--- src/hdl/pulse_width_manchester_frame_decoder_defines.svh ---
// assertion macros for the pulse width manchester frame decoder
`ifndef PULSE_WIDTH_MANCHESTER_FRAME_DECODER_DEFINES_SVH
`define PULSE_WIDTH_MANCHESTER_FRAME_DECODER_DEFINES_SVH

// same-cycle implication, checked outside reset
`define PWMFD_ASSERT_NOW(label, ante, cons, msg) \
    label: assert property (@(posedge i_clk) disable iff (!i_rst_n) (ante) |-> (cons)) \
        else $error(msg);

// next-cycle implication, checked outside reset
`define PWMFD_ASSERT_NEXT(label, ante, cons, msg) \
    label: assert property (@(posedge i_clk) disable iff (!i_rst_n) (ante) |=> (cons)) \
        else $error(msg);

`endif

--- src/hdl/pwmfd_pkg.sv ---
// shared types and constants of the pulse width manchester frame decoder
package pwmfd_pkg;

    localparam int unsigned CFG_W     = 6;
    localparam int unsigned CFG_IDX_W = 1;
    localparam int unsigned WIDTH_W   = 4;
    localparam int unsigned BIT_CNT_W = 4;
    localparam int unsigned BYTE_W    = 8;
    localparam int unsigned BYTE_CNT_W = 3;
    localparam int unsigned FRAME_LEN = 4;

    localparam logic [CFG_IDX_W-1:0] REG_WAKE_MIN = 1'd0;
    localparam logic [CFG_IDX_W-1:0] REG_WAKE_MAX = 1'd1;

    localparam logic [CFG_W-1:0] WAKE_MIN_RST = 6'd5;
    localparam logic [CFG_W-1:0] WAKE_MAX_RST = 6'd40;

    localparam logic [WIDTH_W-1:0] W_1T = 4'd1;
    localparam logic [WIDTH_W-1:0] W_2T = 4'd2;
    localparam logic [WIDTH_W-1:0] W_3T = 4'd3;

    localparam logic [BIT_CNT_W-1:0]  BITS_PER_BYTE = 4'd8;
    localparam logic [BYTE_CNT_W-1:0] LAST_KEPT_BYTE = 3'd4;

    typedef enum logic [7:0] {
        ST_IDLE = 8'b0000_0001,
        ST_WAKE = 8'b0000_0010,
        ST_SYNC = 8'b0000_0100,
        ST_FILL = 8'b0000_1000,
        ST_LO12 = 8'b0001_0000,
        ST_HI1  = 8'b0010_0000,
        ST_HI12 = 8'b0100_0000,
        ST_LO1  = 8'b1000_0000
    } t_fsm_state;

    typedef struct packed {
        logic               req_type;
        logic               edge_rising;
        logic [WIDTH_W-1:0] pulse_len;
    } t_evt;

    typedef struct packed {
        logic                              message_ready;
        logic [FRAME_LEN-1:0][BYTE_W-1:0]  bytes;
    } t_frame_status;

endpackage

--- src/hdl/pwmfd_fsm.sv ---
// framing state machine, manchester bit decode and frame byte storage
module pwmfd_fsm (
    input  logic                           i_clk,
    input  logic                           i_rst_n,
    input  logic                           i_advance,
    input  pwmfd_pkg::t_evt                i_evt,
    input  logic [pwmfd_pkg::CFG_W-1:0]    i_wake_min,
    input  logic [pwmfd_pkg::CFG_W-1:0]    i_wake_max,
    output pwmfd_pkg::t_frame_status       o_status
);

    pwmfd_pkg::t_fsm_state r_state, n_state;
    logic [pwmfd_pkg::CFG_W-1:0]      r_wake, n_wake;
    logic [pwmfd_pkg::BIT_CNT_W-1:0]  r_bit, n_bit;
    logic [pwmfd_pkg::BYTE_CNT_W-1:0] r_byte, n_byte;
    logic [pwmfd_pkg::BYTE_W-1:0]     r_shift, n_shift;
    logic [pwmfd_pkg::BYTE_W-1:0]     r_frame [pwmfd_pkg::FRAME_LEN];
    logic [pwmfd_pkg::BYTE_W-1:0]     n_frame [pwmfd_pkg::FRAME_LEN];
    logic                             r_ready, n_ready;

    logic                             bad;
    logic                             restart;
    logic                             push;
    logic                             push_one;
    logic                             rise;
    logic [pwmfd_pkg::WIDTH_W-1:0]    w;
    logic [pwmfd_pkg::BYTE_CNT_W-1:0] byte_inc;
    logic [pwmfd_pkg::BYTE_CNT_W-1:0] byte_slot;

    assign rise      = i_evt.edge_rising;
    assign w         = i_evt.pulse_len;
    assign byte_inc  = r_byte + 3'd1;
    assign byte_slot = byte_inc - 3'd1;

    always_comb begin
        n_state  = r_state;
        n_wake   = r_wake;
        n_bit    = r_bit;
        n_byte   = r_byte;
        n_shift  = r_shift;
        n_frame  = r_frame;
        n_ready  = r_ready;
        bad      = 1'b0;
        restart  = 1'b0;
        push     = 1'b0;
        push_one = 1'b0;
        if (i_evt.req_type) begin
            n_ready = 1'b0;
            restart = 1'b1;
        end else if (!r_ready) begin
            unique case (r_state)
                pwmfd_pkg::ST_IDLE: begin
                    if (!rise) n_state = pwmfd_pkg::ST_WAKE;
                end
                pwmfd_pkg::ST_WAKE: begin
                    if (!rise && w == pwmfd_pkg::W_1T && r_wake < i_wake_max) begin
                        n_wake = r_wake + 6'd1;
                    end else if (!rise && w == pwmfd_pkg::W_3T && r_wake >= i_wake_min) begin
                        n_state = pwmfd_pkg::ST_SYNC;
                    end else begin
                        bad = 1'b1;
                    end
                end
                pwmfd_pkg::ST_SYNC: begin
                    if (rise && w == pwmfd_pkg::W_3T) n_state = pwmfd_pkg::ST_FILL;
                    else bad = 1'b1;
                end
                pwmfd_pkg::ST_FILL: begin
                    if (rise && w == pwmfd_pkg::W_1T) n_state = pwmfd_pkg::ST_LO12;
                    else bad = 1'b1;
                end
                pwmfd_pkg::ST_LO12: begin
                    if (rise && w == pwmfd_pkg::W_1T) begin
                        n_state = pwmfd_pkg::ST_HI1;
                    end else if (rise && w == pwmfd_pkg::W_2T) begin
                        push     = 1'b1;
                        push_one = 1'b1;
                        n_state  = pwmfd_pkg::ST_HI12;
                    end else begin
                        bad = 1'b1;
                    end
                end
                pwmfd_pkg::ST_HI1: begin
                    if (!rise && w == pwmfd_pkg::W_1T) begin
                        push    = 1'b1;
                        n_state = pwmfd_pkg::ST_LO12;
                    end else begin
                        bad = 1'b1;
                    end
                end
                pwmfd_pkg::ST_HI12: begin
                    if (!rise && w == pwmfd_pkg::W_1T) begin
                        n_state = pwmfd_pkg::ST_LO1;
                    end else if (!rise && w == pwmfd_pkg::W_2T) begin
                        push    = 1'b1;
                        n_state = pwmfd_pkg::ST_LO12;
                    end else begin
                        bad = 1'b1;
                    end
                end
                pwmfd_pkg::ST_LO1: begin
                    if (rise && w == pwmfd_pkg::W_1T) begin
                        push     = 1'b1;
                        push_one = 1'b1;
                        n_state  = pwmfd_pkg::ST_HI12;
                    end else begin
                        bad = 1'b1;
                    end
                end
                default: bad = 1'b1;
            endcase

            if (push) begin
                if (push_one && !r_bit[3]) n_shift = r_shift | (8'd1 << r_bit[2:0]);
                n_bit = r_bit + 4'd1;
            end

            if (bad) begin
                restart = 1'b1;
            end else if (n_bit == pwmfd_pkg::BITS_PER_BYTE) begin
                n_bit  = '0;
                n_byte = byte_inc;
                if (byte_inc != 3'd0 && byte_inc <= pwmfd_pkg::LAST_KEPT_BYTE) begin
                    n_frame[byte_slot[1:0]] = n_shift;
                end else begin
                    n_ready = 1'b1;
                    restart = 1'b1;
                end
                n_shift = '0;
            end
        end

        if (restart) begin
            n_state = pwmfd_pkg::ST_IDLE;
            n_wake  = '0;
            n_bit   = '0;
            n_byte  = '0;
            n_shift = '0;
        end
    end

    always_ff @(posedge i_clk) begin
        if (!i_rst_n) begin
            r_state <= pwmfd_pkg::ST_IDLE;
            r_wake  <= '0;
            r_bit   <= '0;
            r_byte  <= '0;
            r_shift <= '0;
            r_ready <= 1'b0;
            for (int i = 0; i < pwmfd_pkg::FRAME_LEN; i++) r_frame[i] <= '0;
        end else if (i_advance) begin
            r_state <= n_state;
            r_wake  <= n_wake;
            r_bit   <= n_bit;
            r_byte  <= n_byte;
            r_shift <= n_shift;
            r_ready <= n_ready;
            r_frame <= n_frame;
        end
    end

    always_comb begin
        o_status.message_ready = r_ready;
        for (int i = 0; i < pwmfd_pkg::FRAME_LEN; i++) o_status.bytes[i] = r_frame[i];
    end

endmodule

--- src/hdl/pulse_width_manchester_frame_decoder.sv ---
// top level of the pulse width manchester frame decoder
// usage:
//   input channel (i_in_valid / o_in_ready) carries one word per edge event:
//   i_req_type 0 is a line edge with polarity i_edge_rising and the width
//   i_pulse_len in T of the pulse that ends there, i_req_type 1 clears the
//   message-ready flag and restarts framing
//   output channel (o_out_valid / i_out_ready) gives one word per input word:
//   the message-ready flag and the four held frame bytes after that update
//   result path: an accepted word passes the input register, then the state
//   update that also forms the result register
//   throughput: one word per cycle while results are taken; the state update
//   is a single short combinational step between the input and state registers
//   receiver stall: result and all decoder state hold, an empty input register
//   still takes one more word, then o_in_ready drops until the result is taken
//   configuration: i_cfg_we writes i_cfg_data to i_cfg_index (0 wake minimum,
//   1 wake maximum); the user must write only while the block is idle (unchecked)
//   reset: synchronous active low, machine idle, counters and frame bytes zero,
//   wake limits back to 5 and 40, both channels empty
`include "pulse_width_manchester_frame_decoder_defines.svh"

module pulse_width_manchester_frame_decoder (
    input  logic                              i_clk,
    input  logic                              i_rst_n,
    input  logic                              i_in_valid,
    output logic                              o_in_ready,
    input  logic                              i_req_type,
    input  logic                              i_edge_rising,
    input  logic [pwmfd_pkg::WIDTH_W-1:0]     i_pulse_len,
    output logic                              o_out_valid,
    input  logic                              i_out_ready,
    output logic                              o_message_ready,
    output logic [pwmfd_pkg::BYTE_W-1:0]      o_target_byte,
    output logic [pwmfd_pkg::BYTE_W-1:0]      o_command_byte,
    output logic [pwmfd_pkg::BYTE_W-1:0]      o_param0_byte,
    output logic [pwmfd_pkg::BYTE_W-1:0]      o_param1_byte,
    input  logic                              i_cfg_we,
    input  logic [pwmfd_pkg::CFG_IDX_W-1:0]   i_cfg_index,
    input  logic [pwmfd_pkg::CFG_W-1:0]       i_cfg_data
);

    logic                         r_in_valid, n_in_valid;
    pwmfd_pkg::t_evt              r_evt;
    logic                         r_out_valid, n_out_valid;
    logic [pwmfd_pkg::CFG_W-1:0]  r_wake_min;
    logic [pwmfd_pkg::CFG_W-1:0]  r_wake_max;
    logic                         advance;
    logic                         in_take;
    pwmfd_pkg::t_frame_status     status;

    assign advance     = r_in_valid && (!r_out_valid || i_out_ready);
    assign o_in_ready  = !r_in_valid || advance;
    assign in_take     = i_in_valid && o_in_ready;
    assign n_in_valid  = in_take || (r_in_valid && !advance);
    assign n_out_valid = advance || (r_out_valid && !i_out_ready);

    always_ff @(posedge i_clk) begin
        if (!i_rst_n) begin
            r_in_valid  <= 1'b0;
            r_out_valid <= 1'b0;
        end else begin
            r_in_valid  <= n_in_valid;
            r_out_valid <= n_out_valid;
        end
    end

    // input word register
    always_ff @(posedge i_clk) begin
        if (in_take) begin
            r_evt.req_type    <= i_req_type;
            r_evt.edge_rising <= i_edge_rising;
            r_evt.pulse_len   <= i_pulse_len;
        end
    end

    always_ff @(posedge i_clk) begin
        if (!i_rst_n) begin
            r_wake_min <= pwmfd_pkg::WAKE_MIN_RST;
            r_wake_max <= pwmfd_pkg::WAKE_MAX_RST;
        end else if (i_cfg_we) begin
            if (i_cfg_index == pwmfd_pkg::REG_WAKE_MIN) r_wake_min <= i_cfg_data;
            if (i_cfg_index == pwmfd_pkg::REG_WAKE_MAX) r_wake_max <= i_cfg_data;
        end
    end

    pwmfd_fsm u_fsm (
        .i_clk      (i_clk),
        .i_rst_n    (i_rst_n),
        .i_advance  (advance),
        .i_evt      (r_evt),
        .i_wake_min (r_wake_min),
        .i_wake_max (r_wake_max),
        .o_status   (status)
    );

    assign o_out_valid     = r_out_valid;
    assign o_message_ready = status.message_ready;
    assign o_target_byte   = status.bytes[0];
    assign o_command_byte  = status.bytes[1];
    assign o_param0_byte   = status.bytes[2];
    assign o_param1_byte   = status.bytes[3];

    `PWMFD_ASSERT_NEXT(a_clear_drops_ready, advance && r_evt.req_type, !o_message_ready,
        "clear request did not drop message ready")
    `PWMFD_ASSERT_NEXT(a_state_holds_idle, !advance, $stable(status),
        "frame status changed without a word advancing")
    `PWMFD_ASSERT_NOW(a_empty_takes_word, !r_out_valid, o_in_ready,
        "input blocked while result register is empty")

endmodule
--- config.mk ---
export PLATFORM = sky130hd
export DESIGN_NAME = pulse_width_manchester_frame_decoder
export DESIGN_NICKNAME = d
export VERILOG_FILES = /design/src/hdl/pwmfd_pkg.sv /design/src/hdl/pwmfd_fsm.sv /design/src/hdl/pulse_width_manchester_frame_decoder.sv
export VERILOG_INCLUDE_DIRS = /design/src /design/src/hdl
export SDC_FILE = /design/constraint.sdc
export NUM_CORES = 1
export LEC_CHECK = 0
export BUFFER_PORTS_ARGS = -buffer_cell sky130_fd_sc_hd__buf_2
export CAP_MARGIN = 20
export CORE_ASPECT_RATIO = 1.1
export CORE_MARGIN = 4
export CORE_UTILIZATION = 35
export CTS_BUF_LIST = sky130_fd_sc_hd__clkbuf_2 sky130_fd_sc_hd__clkbuf_4 sky130_fd_sc_hd__clkbuf_8
export DETAILED_ROUTE_END_ITERATION = 8
export HOLD_SLACK_MARGIN = 0.08
export SYNTH_ARGS = -nofsm -noshare
export SYNTH_HDL_FRONTEND = slang
export SYNTH_SLANG_ARGS = --single-unit
--- constraint.sdc ---
create_clock -name i_clk -period 5.5 [get_ports i_clk]
set_clock_uncertainty 0.15 [all_clocks]
set_input_delay 0.825 -clock i_clk [delete_from_list [all_inputs] [get_ports i_clk]]
set_output_delay 0.825 -clock i_clk [all_outputs]
set_load 0.01 [all_outputs]
==> results.cfg, run 1 <==
[route]
wl_met2_mm = 4.66
wl_met1_mm = 4.36
drt-initial-drc-count = 146
firstDrtPassIters = 4
wl_met3_microns = 304
post_drt_wl_per_cell_microns = 14.4
routed_wl_mm = 9.54
vias = 3352
drc_errors = 0
avgViaCountPerCell = 5.07
top_layer_used = met4
antenna_left = 0

[worst_setup_path]
max_stage_delay_ns = 0.74
critPathSlowestCell = nor4_4
startpoint_type = flip-flop
cp_cell_sequence = ha_1 > a21oi_1 > o21ai_0 > a2111o_1 > o211a_2 > or4_4 > nor4_4 > mux2i_1
cp_data_required_time_ns = 5.64
worstSetupEndpointType = flip-flop
path_max_fanout = 10
cp.arrival_ns = 3.51
critPathKind = reg -> reg

[power]
p_sw_share_pct = 23.8
ir_drop_mv = 0.105
power.internal_uw = 900
seqPwrFrac_pct = 52.3
powerDensity_nw_per_um2 = 246
p_sw_uw = 281
pwr-share-clk_pct = 41.6
leakage_uw = 0.00200
pwr-share-comb_pct = 6.1

[logic_synthesis]
synth_top_area_share_pct = 36.1
syn_area_sq_um = 4210
ys_types = 55
synth.area.top_cells = dfxtp_1, mux2i_1, ha_1
yosysMostFrequentCell = dfxtp_1
synth_common_cells = dfxtp_1, nand2_1, mux2i_1
avgSynthCellArea_sq_um = 9.12
yosys_warnings = 0
ys_seq_area_share_pct = 40.4
synth_flop_cell = dfxtp_1
yosys_register_bits = 82
ys_async_sr_fraction_pct = 0
yosysTopAreaCell = dfxtp_1
synth_cells = 462
synth-edff-count = 6
synth.net_count = 503

[place]
port_buffers = 52
placed_area_sq_um = 4590
gp_congestion = 0.875
dpl.hpwl_mm = 7.10

[floorplan]
ioPinCount = 53
initial_utilization_pct = 36.2
rows = 41
dieArea_sq_um = 13900
die_y_microns = 123
core_sq_um = 11600
die_w_microns = 113

[timing]
fin_tns_setup_ns = 0
drv_slew = 0
setup_viol = 0
rsz0062_at_grt = false
post-route-period-util_pct = 61.4
hold_viol_final = 0
fin_crit_ns = 3.37
fmax_mhz = 296
max_slew_margin_pct = 43.4
tightest_slew_ns = 0.842

[clocking]
clk_latency_ns = 0.36
clk_pin_slew_ns = 0.09
ctsResizeCount = 0
clockBufferDepth = 2
tritoncts = done
cts_num_sinks = 82
htree_levels = 3
cts_buffers = 9
hold_buffers = 0
cts-root-buf = clkbuf_8
post_cts_buffers = 0

[finish]
final_area_sq_um = 4810
n_antenna_cell = 0
drive_above_1_share_pct = 16.4
fillers = 1133
area_growth_pct = 14.1
nNetsFinal = 548

[global_routing]
antenna_found_initial = 0
overflow = 0
grt_pass1_wl_mm = 16.0
grtUsageTotal_pct = 14.2
grt_max_degree = 66
grt_pass1_vias = 3357

[status]
status = finished, final reports clean

[flow_run]
drv_cap = 0

[worst_hold_path]
hp-class = reg -> reg
==> path summary, 6_finish.rpt <==
path	start	to	slack, ns	cells after the start
hold reg to reg	u_fsm.o_status[31]$_SDFFE_PN0P_	u_fsm.o_status[31]$_SDFFE_PN0P_	0.31	2
setup / recovery	u_fsm.r_wake[2]$_SDFFE_PN0P_	u_fsm.o_status[1]$_SDFFE_PN0P_	2.13	8
hold / removal	u_fsm.o_status[31]$_SDFFE_PN0P_	u_fsm.o_status[31]$_SDFFE_PN0P_	0.31	2
setup reg to reg	u_fsm.r_wake[2]$_SDFFE_PN0P_	u_fsm.o_status[1]$_SDFFE_PN0P_	2.13	8
==> cell families after synthesis <==
| group | count (synthesis) | synth area share [%] |
|---|---|---|
| AOI/OAI and AO/OA | 77 | 12.3 |
| DFF | 82 | 40.4 |
| and+or+nand+nor | 188 | 25.0 |
| xor gates and xnor gates | 7 | 1.46 |
| muxes | 42 | 9.98 |
| adders and majority gates | 23 | 6.83 |
| buffers and inverters | 43 | 4.04 |
==> placed cells by master, fill, tap and decap left out, types with 3 or more instances in the layout <==
master,Yosys,layout
nor4_1,9,9
nand2b_1,3,3
nor3_1,8,8
o21ai_0,14,14
nand2_1,68,68
nand4_1,3,3
a21o_1,8,8
edfxtp_1,6,6
nor4b_1,4,4
and2_1,3,3
ha_1,23,23
or3_1,4,4
dfxtp_1,76,76
nand3_1,16,16
nor2_1,27,27
a22o_1,4,4
and3_1,6,6
buf_2,1,52
inv_1,24,24
a21boi_0,6,6
xor2_1,5,5
a21oi_1,19,19
clkbuf_8,0,9
mux2i_1,42,42
nor4_4,4,4
o21a_1,6,6
nor2b_1,19,19
==> sequential cells by signal (all words and copies together), names as in the netlist <==
name and flops:
r_wake_min 6, r_in_valid 1, r_wake_max 6, u_fsm.r_ready 1, r_evt 6, u_fsm.r_bit 4, u_fsm.r_byte 3, u_fsm.r_shift 8
o_out_valid 1, u_fsm.r_wake 6, u_fsm.o_status 32, u_fsm.r_state 8
==> layer usage <==
layer | global-route usage, % | vias up
li1 | - | 1709
met4 | 6.16 | 0
met3 | 3.48 | 14
met5 | 0 | -
met1 | 16.9 | 1584
met2 | 24.3 | 45
==> power groups by stage <==
stage	clock network [uW]	logic (uW)	registers, uW
final	492	71.6	618
after global routing	535	80.1	620
after CTS	510	72.7	618
after detailed placement	0	72.4	632
after global placement	0	71.8	632
after floorplan	0	54.1	630
==> cell type report <==
type                       instances  area [sq um]  area share [%]
clock buffer                      10           131            2.73
sequential                        82          1700            35.4
timing repair buffer              53           268            5.57
multi-input combinational        337          2340            48.7
clock inverter                     5          88.8            1.85
tap                              150           188            3.90
inverter                          24          90.1            1.87
==> metrics by stage <==
stage                     std cells  hold WS (ns)  setup slack [ns]  power, uW  utilization, %
final                           661         0.309              2.13       1180            41.3
after global routing            661         0.329              1.94       1230            41.3
after CTS                       661         0.311              2.10       1200            41.3
after detailed placement        646         0.295              2.11        704            39.4
after global placement          646         0.292              2.18        703            39.4
after floorplan                 462         0.282              2.47        684               -
==> worst max-delay path, delay by kind of cell, from the launching register on <==
kind            cells  cell delay, ns
simple gates        2            1.37
mux                 1            0.27
fa+ha+maj           1            0.28
flops               1            0.43
compound gates      4            0.80
(Power assumes the default switching activity.)
==> inputs of run 2 (changes only) <==
- clock period: 5.5 -> 3 ns (I/O delays scaled with it)
==> run 2 against run 1 <==
  * Global-route usage is 1.3 points higher
  * Utilization is 3.8 points higher
  * Cell area is 9.3% higher
  * Fmax is 11% higher
  * Clock-buffer cell count is 1 lower
  * Critical path type unchanged
  * Register-to-register slack worse by 2.2 ns
  * The run now ends with setup timing left
  * Power is 80% higher
  * First-iteration DRC count is 18% lower
  * Die area stayed put
  * Final cell count is 6.2% higher
  * Critical endpoint is now u_fsm.r_byte[2]$_SDFFE_PN0P_
==> results.cfg, run 2 (same netlist as run 1, synthesis figures left out) <==
[status]
status = complete, but fails checks
violations = setup timing

[place]
dp_cells = 679
preCtsSetupSlack_ns = -0.0818
dpl.hpwl_mm = 7.63
gp_congestion = 0.832
port_buffers = 52

[worst_setup_path]
cp_data_required_time_ns = 3.16
startpoint_type = flip-flop
cp_num_buf_inv = 0
cp_cell_sequence = nor4b_4 > nand2_2 > a2111o_1 > o211a_2 > or4_4 > or4b_4 > nor3b_2 > a21o_1
max_stage_delay_ns = 0.58
cp.arrival_ns = 3.20
r2r-end = u_fsm.r_byte[2]$_SDFFE_PN0P_
critPathKind = reg -> reg
reg2reg_setup_slack_ns = -0.04
path_max_fanout = 6
worstSetupEndpointType = flip-flop
critPathSlowestCell = or4b_4
reg2reg_depth = 8
reg2reg_from = r_evt[1]$_DFFE_PP_
path_delay_family = simple AND/OR/NAND/NOR gates

[global_routing]
grt_max_degree = 38
grtUsageTotal_pct = 15.5
overflow = 0
grt_pass1_wl_mm = 17.3
antenna_found_initial = 0
grt_pass1_vias = 3654

[timing]
max_slew_margin_pct = 51.4
setup_viol = 2
fmax_mhz = 329
drv_slew = 0
rsz0062_at_grt = true
tightest_slew_ns = 0.724
fin_crit_ns = 3.04
setup_ws_ns = -0.0364
whs_ns = 0.111
hold_viol_final = 0
post-route-period-util_pct = 101

[route]
antenna_left = 0
vias = 3569
post_drt_wl_per_cell_microns = 14.8
routed_wl_mm = 10.4
drt-initial-drc-count = 119
firstDrtPassIters = 4
avgViaCountPerCell = 5.08
drc_errors = 0

[clocking]
clk_pin_slew_ns = 0.09
htree_levels = 3
cts_buffers = 9
clockBufferDepth = 2
clk_latency_ns = 0.37
cts-root-buf = clkbuf_8
tritoncts = done
cts_num_sinks = 82

[finish]
stdcell_count = 702
n_antenna_cell = 0
largest_register_ffs = 32
multiInputGateArea_sq_um = 2420
mostFrequentLayoutCells = dfxtp_1, nand2_1, buf_2, mux2i_1, buf_4
nNetsFinal = 588
utilization_pct = 45.1
area_growth_pct = 24.8
fillers = 1101
seq_area_sq_um = 1710
mostFrequentLayoutCell = dfxtp_1
drive_above_1_share_pct = 25.4

[power]
pwr-share-comb_pct = 8.4
design_power_total_uw = 2130
leakage_uw = 0.00223
pwr-share-clk_pct = 38.3
p_sw_uw = 593
ir_drop_mv = 0.205
seqPwrFrac_pct = 53.3
powerDensity_nw_per_um2 = 404
power.internal_uw = 1530
p_sw_share_pct = 27.9

[worst_hold_path]
min_from = i_pulse_len[2]
whs_endpoint = r_evt[2]$_DFFE_PP_
holdPathStages = 1
hp-class = in -> reg

[floorplan]
initial_utilization_pct = 36.2
ioPinCount = 53
die_y_microns = 123
dieArea_sq_um = 13900
core_sq_um = 11600
die_w_microns = 113
rows = 41

[flow_run]
drv_cap = 0
[run 2: how the worst max path moves through the flow]
stage,from,end,slack [ns],cells after the start
6_report,r_evt[1]$_DFFE_PP_,u_fsm.r_byte[2]$_SDFFE_PN0P_,-0.04,8
5_1_grt,r_evt[1]$_DFFE_PP_,u_fsm.o_status[7]$_SDFFE_PN0P_,-0.14,9
4_1_cts,r_evt[3]$_DFFE_PP_,u_fsm.r_byte[2]$_SDFFE_PN0P_,-0.03,8
3_5_place_dp,r_evt[3]$_DFFE_PP_,u_fsm.r_state[5]$_SDFFE_PN0P_,-0.08,8
3_3_place_gp,r_evt[3]$_DFFE_PP_,u_fsm.r_state[7]$_SDFFE_PN0P_,-0.07,8
2_1_floorplan,r_wake_max[4]$_SDFFE_PN0P_,u_fsm.r_byte[2]$_SDFFE_PN0P_,0.004,10
[run 2: through the flow]
stage	setup TNS, ns	area (sq um)
finish	-0.0401	5260
global route	-2.20	5260
global placement	-1.33	4900
CTS	-0.0748	5130
floorplan	0	4220
detailed placement	-1.51	4900
[run 2: power groups by stage]
stage | Clock, uW | Combinational [uW] | Sequential [uW]
after floorplan | 0 | 101 | 1150
after global placement | 0 | 153 | 1160
after detailed placement | 0 | 155 | 1160
after CTS | 844 | 161 | 1130
after global routing | 895 | 198 | 1140
final | 815 | 179 | 1130
[run 2: final cells by class]
| type | instances | share of cell area [%] |
|---|---|---|
| Multi-Input combinational cell | 337 | 46.1 |
| Sequential cell | 82 | 32.5 |
| Timing Repair Buffer | 93 | 12.4 |
| Tap cell | 150 | 3.57 |
| Clock inverter | 7 | 1.40 |
| Inverter | 24 | 1.71 |
| Clock buffer | 9 | 2.36 |
[run 2: repair_timing]
action / in CTS / in global routing
endpoints found under the setup margin: 39 / 61
endpoints found under the hold margin: 0 / 0
hold buffers: 0 / 0
setup buffers: 1 / 5
pin swaps: 6 / 10
resized for setup: 9 / 19
gates cloned: 0 / 1
[run 2: per-layer routing]
layer | up-vias | wire length, microns | global-route usage [%]
met2 | 60 | 5320 | 27.0
met5 | - | 0 | 0
met1 | 1691 | 4450 | 17.9
li1 | 1797 | - | -
met3 | 21 | 306 | 3.82
met4 | 0 | 310 | 7.06
